**config.mk**
```make
export PLATFORM = sky130hd
export DESIGN_NAME = tmtc_ctrl
export DESIGN_NICKNAME = d
export VERILOG_FILES = /design/src/sv/tmtc_pkg.sv /design/src/sv/tmtc_ctrl.sv
export SDC_FILE = /design/constraint.sdc
export NUM_CORES = 1
export LEC_CHECK = 0
export BUFFER_PORTS_ARGS = -buffer_cell sky130_fd_sc_hd__buf_2
export CORE_MARGIN = 4
export CORE_UTILIZATION = 51
export CTS_BUF_LIST = sky130_fd_sc_hd__clkbuf_4 sky130_fd_sc_hd__clkbuf_8 sky130_fd_sc_hd__clkbuf_16
export CTS_CLUSTER_SIZE = 28
export DETAILED_ROUTE_END_ITERATION = 10
export PLACE_DENSITY_LB_ADDON = 0.08
export SYNTH_ARGS = -nofsm -noshare
export SYNTH_HDL_FRONTEND = slang
export SYNTH_SLANG_ARGS = --single-unit
```
**constraint.sdc**
```tcl
create_clock -name clk -period 3 [get_ports clk]
set_input_delay 0.45 -clock clk [delete_from_list [all_inputs] [get_ports clk]]
set_output_delay 0.45 -clock clk [all_outputs]
set_load 0.03 [all_outputs]
```
**src/sv/tmtc_pkg.sv**
```systemverilog
// shared types and constants of the text mode teletype console
// used by the controller, the datapath and the top level
package tmtc_pkg;

    localparam int IDX_W = 17;

    localparam logic [2:0] ACT_TTY         = 3'd0;
    localparam logic [2:0] ACT_WRITE_CA    = 3'd1;
    localparam logic [2:0] ACT_WRITE_C     = 3'd2;
    localparam logic [2:0] ACT_SET_CURSOR  = 3'd3;
    localparam logic [2:0] ACT_READ        = 3'd4;
    localparam logic [2:0] ACT_SCROLL_UP   = 3'd5;
    localparam logic [2:0] ACT_SCROLL_DOWN = 3'd6;

    localparam logic [1:0] CFG_COLUMNS  = 2'd0;
    localparam logic [1:0] CFG_LAST_ROW = 2'd1;
    localparam logic [1:0] CFG_ACTIVE   = 2'd2;

    // cell walk launch codes
    localparam logic [1:0] L_REP  = 2'd0;
    localparam logic [1:0] L_CHAR = 2'd1;
    localparam logic [1:0] L_COPY = 2'd2;
    localparam logic [1:0] L_TAIL = 2'd3;

    localparam logic [7:0]  CH_CR      = 8'h0d;
    localparam logic [7:0]  CH_LF      = 8'h0a;
    localparam logic [7:0]  CH_BS      = 8'h08;
    localparam logic [7:0]  CH_SPACE   = 8'h20;
    localparam logic [7:0]  ATTR_DEF   = 8'h07;
    localparam logic [15:0] BLANK_CELL = 16'h0720;

    typedef struct packed {
        logic       latch;
        logic       decode;
        logic       tty;
        logic       set_cur;
        logic       scr_arm;
        logic       rd_base;
        logic       capture;
        logic       launch_en;
        logic [1:0] launch;
        logic       eng_rd;
        logic       eng_wr;
        logic       tty_put;
        logic       sc_dec;
        logic       clr_step;
        logic       out_load;
    } tmtc_cmd_t;

    typedef struct packed {
        logic [2:0] act;
        logic       pg_ok;
        logic       full_ok;
        logic       ap_ok;
        logic       base_in;
        logic       rep_nz;
        logic       printable;
        logic       sc_zero;
        logic       cnt_zero;
        logic       cnt_one;
        logic       two_phase;
        logic       clr_last;
        logic       out_free;
    } tmtc_status_t;

endpackage

```
**src/sv/tmtc_ctrl.sv**
```systemverilog
// controller state machine of the text mode teletype console
// depends on tmtc_pkg for the command and status structs
module tmtc_ctrl (
    input  logic                  clk,
    input  logic                  rst_n,
    input  logic                  in_valid,
    output logic                  in_stall,
    output tmtc_pkg::tmtc_cmd_t   cmd,
    input  tmtc_pkg::tmtc_status_t st
);
    import tmtc_pkg::*;

    localparam logic [3:0] S_CLR   = 4'd0;
    localparam logic [3:0] S_IDLE  = 4'd1;
    localparam logic [3:0] S_DEC   = 4'd2;
    localparam logic [3:0] S_DISP  = 4'd3;
    localparam logic [3:0] S_READ  = 4'd4;
    localparam logic [3:0] S_PUT   = 4'd5;
    localparam logic [3:0] S_SCHK  = 4'd6;
    localparam logic [3:0] S_SFILL = 4'd7;
    localparam logic [3:0] S_SNEXT = 4'd8;
    localparam logic [3:0] S_GO    = 4'd9;
    localparam logic [3:0] S_RD    = 4'd10;
    localparam logic [3:0] S_WR    = 4'd11;
    localparam logic [3:0] S_FILL  = 4'd12;
    localparam logic [3:0] S_DONE  = 4'd13;

    logic [3:0] state_reg, state_next;
    logic [3:0] ret_reg, ret_next;

    always_ff @(posedge clk or negedge rst_n)
    begin
        if (!rst_n)
        begin
            state_reg <= S_CLR;
            ret_reg   <= S_DONE;
        end
        else
        begin
            state_reg <= state_next;
            ret_reg   <= ret_next;
        end
    end

    assign in_stall = (state_reg != S_IDLE);

    always_comb
    begin
        cmd        = '0;
        state_next = state_reg;
        ret_next   = ret_reg;
        case (state_reg)
            S_CLR:
            begin
                cmd.clr_step = 1'b1;
                if (st.clr_last)
                    state_next = S_IDLE;
            end
            S_IDLE:
            begin
                if (in_valid)
                begin
                    cmd.latch  = 1'b1;
                    state_next = S_DEC;
                end
            end
            S_DEC:
            begin
                cmd.decode = 1'b1;
                state_next = S_DISP;
            end
            S_DISP:
            begin
                state_next = S_DONE;
                if (st.act == ACT_SCROLL_UP || st.act == ACT_SCROLL_DOWN)
                begin
                    if (st.full_ok && st.ap_ok)
                    begin
                        cmd.scr_arm = 1'b1;
                        state_next  = S_SCHK;
                    end
                end
                else if (st.pg_ok)
                begin
                    case (st.act)
                        ACT_TTY:
                        begin
                            cmd.tty    = 1'b1;
                            state_next = (st.printable && st.base_in) ? S_PUT : S_SCHK;
                        end
                        ACT_WRITE_CA, ACT_WRITE_C:
                        begin
                            if (st.rep_nz && st.base_in)
                            begin
                                cmd.launch_en = 1'b1;
                                cmd.launch    = (st.act == ACT_WRITE_CA) ? L_REP : L_CHAR;
                                ret_next      = S_DONE;
                                state_next    = S_GO;
                            end
                        end
                        ACT_SET_CURSOR: cmd.set_cur = 1'b1;
                        ACT_READ:
                        begin
                            cmd.rd_base = 1'b1;
                            state_next  = S_READ;
                        end
                        default: state_next = S_DONE;
                    endcase
                end
            end
            S_READ:
            begin
                cmd.capture = 1'b1;
                state_next  = S_DONE;
            end
            S_PUT:
            begin
                cmd.tty_put = 1'b1;
                state_next  = S_SCHK;
            end
            S_SCHK:
            begin
                if (st.sc_zero)
                    state_next = S_DONE;
                else
                begin
                    cmd.launch_en = 1'b1;
                    cmd.launch    = L_COPY;
                    ret_next      = S_SFILL;
                    state_next    = S_GO;
                end
            end
            S_SFILL:
            begin
                cmd.launch_en = 1'b1;
                cmd.launch    = L_TAIL;
                ret_next      = S_SNEXT;
                state_next    = S_GO;
            end
            S_SNEXT:
            begin
                cmd.sc_dec = 1'b1;
                state_next = S_SCHK;
            end
            S_GO:
            begin
                if (st.cnt_zero)
                    state_next = ret_reg;
                else
                    state_next = st.two_phase ? S_RD : S_FILL;
            end
            S_RD:
            begin
                cmd.eng_rd = 1'b1;
                state_next = S_WR;
            end
            S_WR:
            begin
                cmd.eng_wr = 1'b1;
                state_next = st.cnt_one ? ret_reg : S_RD;
            end
            S_FILL:
            begin
                cmd.eng_wr = 1'b1;
                if (st.cnt_one)
                    state_next = ret_reg;
            end
            S_DONE:
            begin
                if (st.out_free)
                begin
                    cmd.out_load = 1'b1;
                    state_next   = S_IDLE;
                end
            end
            default: state_next = S_IDLE;
        endcase
    end

endmodule

```
==> results of run 1 <==
-- kinds of logic (layout without fill, tap and decap cells) --
kind of cell              after synthesis  in the layout
buffers and inverters                  12             41
and+or+nand+nor                        68             68
DFF                                     7              7
AOI/OAI and AO/OA                      33             33
xor gates and xnor gates                1              1
muxes                                   1              1
-- layer usage --
metal  vias to the layer above  GRT usage (%)  share of wire, %  wire, um
met5                         -              0                 0         0
met4                         0           10.1               1.3        31
met3                         4           3.98                10       234
met2                        57           30.8                46      1060
met1                       439           23.0                43       997
li1                        500              -                 -         -
-- synth_stat cells (2+ instances only) --
library cell	instances	share of area [%]
nand4b_1	3	3.0
nand3_1	3	1.7
o21ai_0	5	2.9
and3_1	2	1.4
o22ai_1	3	2.1
dfstp_2	2	6.0
nor3_2	2	2.3
dfrtp_1	5	14
nand2b_1	5	3.6
o21a_1	2	1.7
inv_1	3	1.3
o32ai_1	2	2.0
a21oi_1	7	4.0
nand2_1	13	5.6
nand3b_1	2	1.7
nor3_1	7	4.0
nor2b_1	5	3.6
buf_4	5	4.3
buf_2	4	2.3
nor2_1	19	8.1
-- metrics by stage --
| step | worst slack, ns | power, mW |
|---|---|---|
| 6_report | 0.700 | 0.859 |
| 4_1_cts | 0.709 | 0.858 |
| 2_1_floorplan | 0.894 | 0.672 |
| 5_1_grt | 0.577 | 0.933 |
| 3_5_place_dp | 0.984 | 0.763 |
| 3_3_place_gp | 1.03 | 0.757 |
-- final timing paths --
kind / endpoint / depth (start not counted) / startpoint / slack (ns)
max: cmd[11] / 3 / state_reg[0] / 0.70
min: ret_reg[1] / 1 / rst_n / 0.03
max reg2reg: state_reg[3] / 4 / state_reg[0] / 1.05
min reg2reg: ret_reg[3] / 1 / ret_reg[3] / 0.53
max in group asynchronous: ret_reg[2] / 1 / rst_n / 2.75
min in group clk: ret_reg[3] / 3 / st[5] / 0.51
-- layout make-up --
class | instances | area share (%)
multi-input cells | 103 | 60.6
flip-flops and latches | 7 | 17.1
repair buffers | 34 | 16.4
clock buffers | 4 | 2.89
well taps | 16 | 1.93
inverters | 3 | 1.08
-- worst reg2reg max path, cell delays in order, from the launching register on --
cell      delay (ns)
dfrtp_1         0.83
nor2b_1         0.38
a211oi_1        0.10
o41ai_1         0.43
nand2_1         0.10
-- where the power goes --
group	switching, mW	internal [mW]	total, mW
registers	0.122	0.142	0.265
logic	0.307	0.199	0.507
clock network	0.0284	0.0594	0.0878
total	0.458	0.401	0.859
==> flow_metrics.tcl, run 1 <==
set metrics [dict create \
    status "complete, no violations" \
    cp_top_family "flip-flops" \
    power_density_nw_per_um2 827 \
    drt_iter0_markers 42 \
    finalHoldViolations 0 \
    cellLeakagePower_nw 0.456 \
    hold_slack_ns 0.0264 \
    final_cells 167 \
    gp_congestion 0.911 \
    insertion_delay_ns 0.24 \
    skew_ns 0.00113 \
    postSynth.asyncResetShare_pct 100 \
    die_area_sq_um 2440 \
    synth_compound_area_share_pct 28.6 \
    fin_setup_tns_ns 0 \
    drtPass1Iterations 4 \
    num-fill-cells 146 \
    max_stage_delay_ns 0.83 \
    utilization_pct 66.6 \
    area_growth_pct 18.6 \
    drv_slew 0 \
    crit_arrival_ns 1.85 \
    max_freq_mhz 435 \
    final-seq-area_sq_um 178 \
    start_util_pct 56.2 \
    grt_pass1_wl_um 3660 \
    io_buffers 34 \
    cts-root-buf "clkbuf_4" \
    cts_buffers 3 \
    place_area_sq_um 1010 \
    synthXorXnorAreaFrac_pct 1.00 \
    cts.clk_slew.worst_paths_ns 0.05 \
    wl_per_cell_um 13.9 \
    synth_edf_count 0 \
    drive_gt1_share_pct 31.8 \
    clockBufferDepth 2 \
    vias 1000 \
    start_kind "register" \
    yosys_warnings 0 \
    fp.dieW_um 49.4 \
    worst_pin_slew_ns 0.762 \
    finalSetupViolCount 0 \
    drv_cap 0 \
    syn_nets 140 \
    multi_input_area_sq_um 629 \
    die_h_um 49.4 \
    design_area_sq_um 1040 \
    cts_setup_buffers 0 \
    critPathMaxFanout 26 \
    final_nets 170 \
    required_ns 2.55 \
    largest_reg_flops 4 \
    path_class "register to output port" \
    synthAdderAreaFrac_pct 0 \
    io_pins 35 \
    wl_um 2320 \
    dpl.cell_count 163 \
    grt_use_total_pct 18.9 \
    cts_hold_buf 0 \
    fin_crit_ns 2.30 \
    crit_slowest_cell "dfrtp_1" \
    grt_pass1_vias 853 \
    finalCritPeriodShare_pct 76.7 \
    vias_per_cell 5.99 \
    synth_seq_cells 7 \
    cts_resized 0 \
    rows 14 \
    crit_buf_inv 1 \
    clock-sinks 7 \
    layout_commonest_cell "buf_2" \
    synth_cells 122 \
    ir_drop_mv 0.629 \
    gr-total-overflow 0 \
    hpwl_um 1800 \
    most-common-layout-cells "34 x buf_2, 19 x nor2_1, 13 x nand2_1" \
    synth-simple-area-share_pct 41.1 \
    cts_tree "yes" \
    hold_path.class "input pin to asynchronous set/reset pin" \
    grt_start_max_net_pins 27 \
    rsz0062_at_grt "false" \
    core_region_area_sq_um 1560 \
    worstSetupEndpointType "output port" \
    drc_errors 0 \
    antenna_found_initial 0 \
    cp_cell_sequence "nand3_2 > nor3_1 > buf_2" \
    synthFlopType "dfrtp_1" \
    synth_area_sq_um 876 \
    muxShareOfSynthArea_pct 1.14 \
    insertedDiodeCount 0 \
    avgSynthCellArea_sq_um 7.18 \
    antenna_left 0 \
    synth_top_family_by_area "simple AND/OR/NAND/NOR gates" \
    ys_types 43 \
    slew_headroom_pct 49.2 \
    cts_max_level 1 \
    seq_area_frac_synth_pct 20.3 \
]
Power figures use the tool's default switching activity.
==> run 2, diff against run 1 <==
--- a/config.mk
+++ b/config.mk
@@ -5,9 +5,10 @@
 export SDC_FILE = /design/constraint.sdc
 export NUM_CORES = 1
 export LEC_CHECK = 0
+export ABC_AREA = 1
 export BUFFER_PORTS_ARGS = -buffer_cell sky130_fd_sc_hd__buf_2
 export CORE_MARGIN = 4
-export CORE_UTILIZATION = 51
+export CORE_UTILIZATION = 46
 export CTS_BUF_LIST = sky130_fd_sc_hd__clkbuf_4 sky130_fd_sc_hd__clkbuf_8 sky130_fd_sc_hd__clkbuf_16
 export CTS_CLUSTER_SIZE = 28
 export DETAILED_ROUTE_END_ITERATION = 10
==> constraint.sdc (replaced) <==
create_clock -name clk -period 2.4 [get_ports clk]
set_input_delay 0.36 -clock clk [delete_from_list [all_inputs] [get_ports clk]]
set_output_delay 0.36 -clock clk [all_outputs]
set_load 0.03 [all_outputs]
==> flow_metrics.tcl, run 2 <==
set metrics [dict create \
    drc_errors 0 \
    muxShareOfSynthArea_pct 0 \
    hpwl_um 1910 \
    required_ns 2.04 \
    rsz0062_at_grt "false" \
    status "complete, no violations" \
    crit_arrival_ns 1.66 \
    p_int_uw 489 \
    drv_slew 0 \
    finalCritPeriodShare_pct 84.1 \
    die_h_um 49.2 \
    max_stage_delay_ns 0.43 \
    drtPass1Iterations 5 \
    yosysMostFrequentCell "nand2_1" \
    synth_top_family_by_area "simple AND/OR/NAND/NOR gates" \
    largest_reg_flops 4 \
    dpl.cell_count 198 \
    postSynth.asyncResetShare_pct 100 \
    cp_top_family "buffers and inverters" \
    drive_gt1_share_pct 25.7 \
    yosys_warnings 0 \
    synth_edf_count 0 \
    synth.top_cell.area_share_pct 23.1 \
    finalHoldViolations 0 \
    crit_path_start "state_reg[2]" \
    worstSetupEndpointType "output port" \
    antenna_found_initial 0 \
    avgSynthCellArea_sq_um 5.28 \
    most-common-layout-cells "48 x nand2_1, 34 x buf_2, 28 x inv_1, 28 x nor2_1, 13 x nand3_1" \
    place_area_sq_um 971 \
    seq_area_frac_synth_pct 22.8 \
    routed.top_layer "met3" \
    synth_commonest_cells "48 x nand2_1, 28 x inv_1, 28 x nor2_1, 13 x nand3_1, 6 x o21ai_0" \
    cellLeakagePower_nw 0.651 \
    syn_nets 166 \
    hold_path.class "input pin to register" \
    max_freq_mhz 495 \
    rows 14 \
    holdCritStartpoint "in_valid" \
    synthFlopType "dfrtp_1" \
    crit_slowest_cell "dfrtp_1" \
    synth_area_sq_um 781 \
    layout_commonest_cell "nand2_1" \
    power_density_nw_per_um2 1100 \
    drv_cap 0 \
    skew_ns 0.00370 \
    gr-total-overflow 0 \
    p_clk_share_pct 10.6 \
    wl_um 2170 \
    synth_compound_area_share_pct 8.17 \
    insertion_delay_ns 0.25 \
    critPathMaxFanout 6 \
    ys_types 17 \
    grt_pass1_wl_um 3760 \
    p_sw_share_pct 55.9 \
    design_area_sq_um 1010 \
    path_class "register to output port" \
    clockBufferDepth 2 \
    vias_per_cell 4.92 \
    switchingPower_uw 620 \
    gp_congestion 0.934 \
    reg2reg_from "state_reg[1]" \
    routedLengthMet1_um 946 \
    synth_seq_cells 7 \
    cp_cell_sequence "nor2_2 > inv_1 > nor2_4 > inv_2 > o21ai_2 > buf_2" \
    cts_setup_buffers 0 \
    area_growth_pct 29.5 \
    die_area_sq_um 2420 \
    insertedDiodeCount 0 \
    synthAdderAreaFrac_pct 0 \
    final_cells 203 \
    start_util_pct 50.1 \
    cts_max_level 1 \
    clock-sinks 7 \
    cts_buffers 3 \
    cts_tree "yes" \
    synth-simple-area-share_pct 55.1 \
    cts.clk_slew.worst_paths_ns 0.05 \
    cts-root-buf "clkbuf_4" \
    vias 999 \
    finalSetupViolCount 0 \
    worst_pin_slew_ns 0.319 \
    pwr-share-seq_pct 23.3 \
    slew_headroom_pct 78.7 \
    io_pins 35 \
    fp.dieW_um 49.2 \
    io_buffers 34 \
    final_nets 206 \
    fin_setup_tns_ns 0 \
    pwr-share-comb_pct 66.2 \
    synthXorXnorAreaFrac_pct 0 \
    dr_wl_met2_um 1080 \
    grt_pass1_vias 949 \
    grt_use_total_pct 19.4 \
    start_kind "register" \
    yosysTopAreaCell "nand2_1" \
    met3_wirelength_um 145 \
    drt_iter0_markers 16 \
    core_region_area_sq_um 1560 \
    synth_area_leaders "nand2_1 23%, dfrtp_1 16%, inv_1 13%, nor2_1 13%, nand3_1 8.3%" \
    antenna_left 0 \
    power_mw 1.11 \
    synth_cells 148 \
    crit_buf_inv 3 \
    ir_drop_mv 0.711 \
    fin_crit_ns 2.02 \
    grt_start_max_net_pins 8 \
    wl_per_cell_um 10.7 \
]
## run 2: cells by family (layout without fill, tap and decap cells)
family | after synthesis | after routing
AOI/OAI and AO/OA | 11 | 11
and+or+nand+nor | 101 | 101
DFF | 7 | 7
buffers and inverters | 29 | 68
## run 2: routing by layer
metal,up-vias,GRT usage (%)
met5,-,0
met4,0,2.84
met1,431,23.4
met3,0,4.59
met2,34,34.8
li1,534,-
## run 2: final timing paths
| check | end | slack (ns) | cells after the start |
|---|---|---|---|
| max | cmd[8] | 0.38 | 6 |
| min | state_reg[0] | 0.40 | 4 |
| max reg2reg | state_reg[3] | 0.93 | 7 |
| min reg2reg | ret_reg[3] | 0.52 | 2 |
| max in group asynchronous | ret_reg[2] | 1.70 | 2 |
| min in group asynchronous | state_reg[0] | 0.46 | 2 |
## run 2: worst reg2reg max path, delay by kind of cell, from the launching register on
kind                   cells  cell delay [ns]
AND/OR/NAND/NOR            5             0.66
flip-flops                 1             0.41
AO/OA/AOI/OAI              1             0.26
buffers and inverters      1             0.08
## run 2: final cells by class
type	instances	area (sq um)
inverter	29	109
sequential	7	178
fill	165	548
clock buffer	4	30.0
timing repair buffer	35	180
tap	16	20.0
multi-input combinational	112	494
## run 2: timing repair
action | in CTS | in global routing
hold endpoints to repair | 5 | 0
hold buffers | 1 | 0
resized for setup | 0 | 0
endpoints found under the setup margin | 0 | 0
## run 2: through the flow
stage,utilization [%],hold slack (ns),setup slack (ns)
finish,64.8,0.397,0.381
global route,64.8,0.432,0.246
CTS,64.8,0.395,0.384
detailed placement,62.3,0.197,0.663
global placement,62.3,0.192,0.699
floorplan,-,0.0644,0.540
## run 2: power groups by stage
| stage | Combinational [mW] | Clock, mW | Sequential (mW) |
|---|---|---|---|
| 2_1_floorplan | 0.559 | 0 | 0.240 |
| 3_3_place_gp | 0.728 | 0 | 0.258 |
| 3_5_place_dp | 0.733 | 0 | 0.259 |
| 4_1_cts | 0.736 | 0.122 | 0.258 |
| 5_1_grt | 0.836 | 0.135 | 0.266 |
| 6_report | 0.733 | 0.117 | 0.258 |
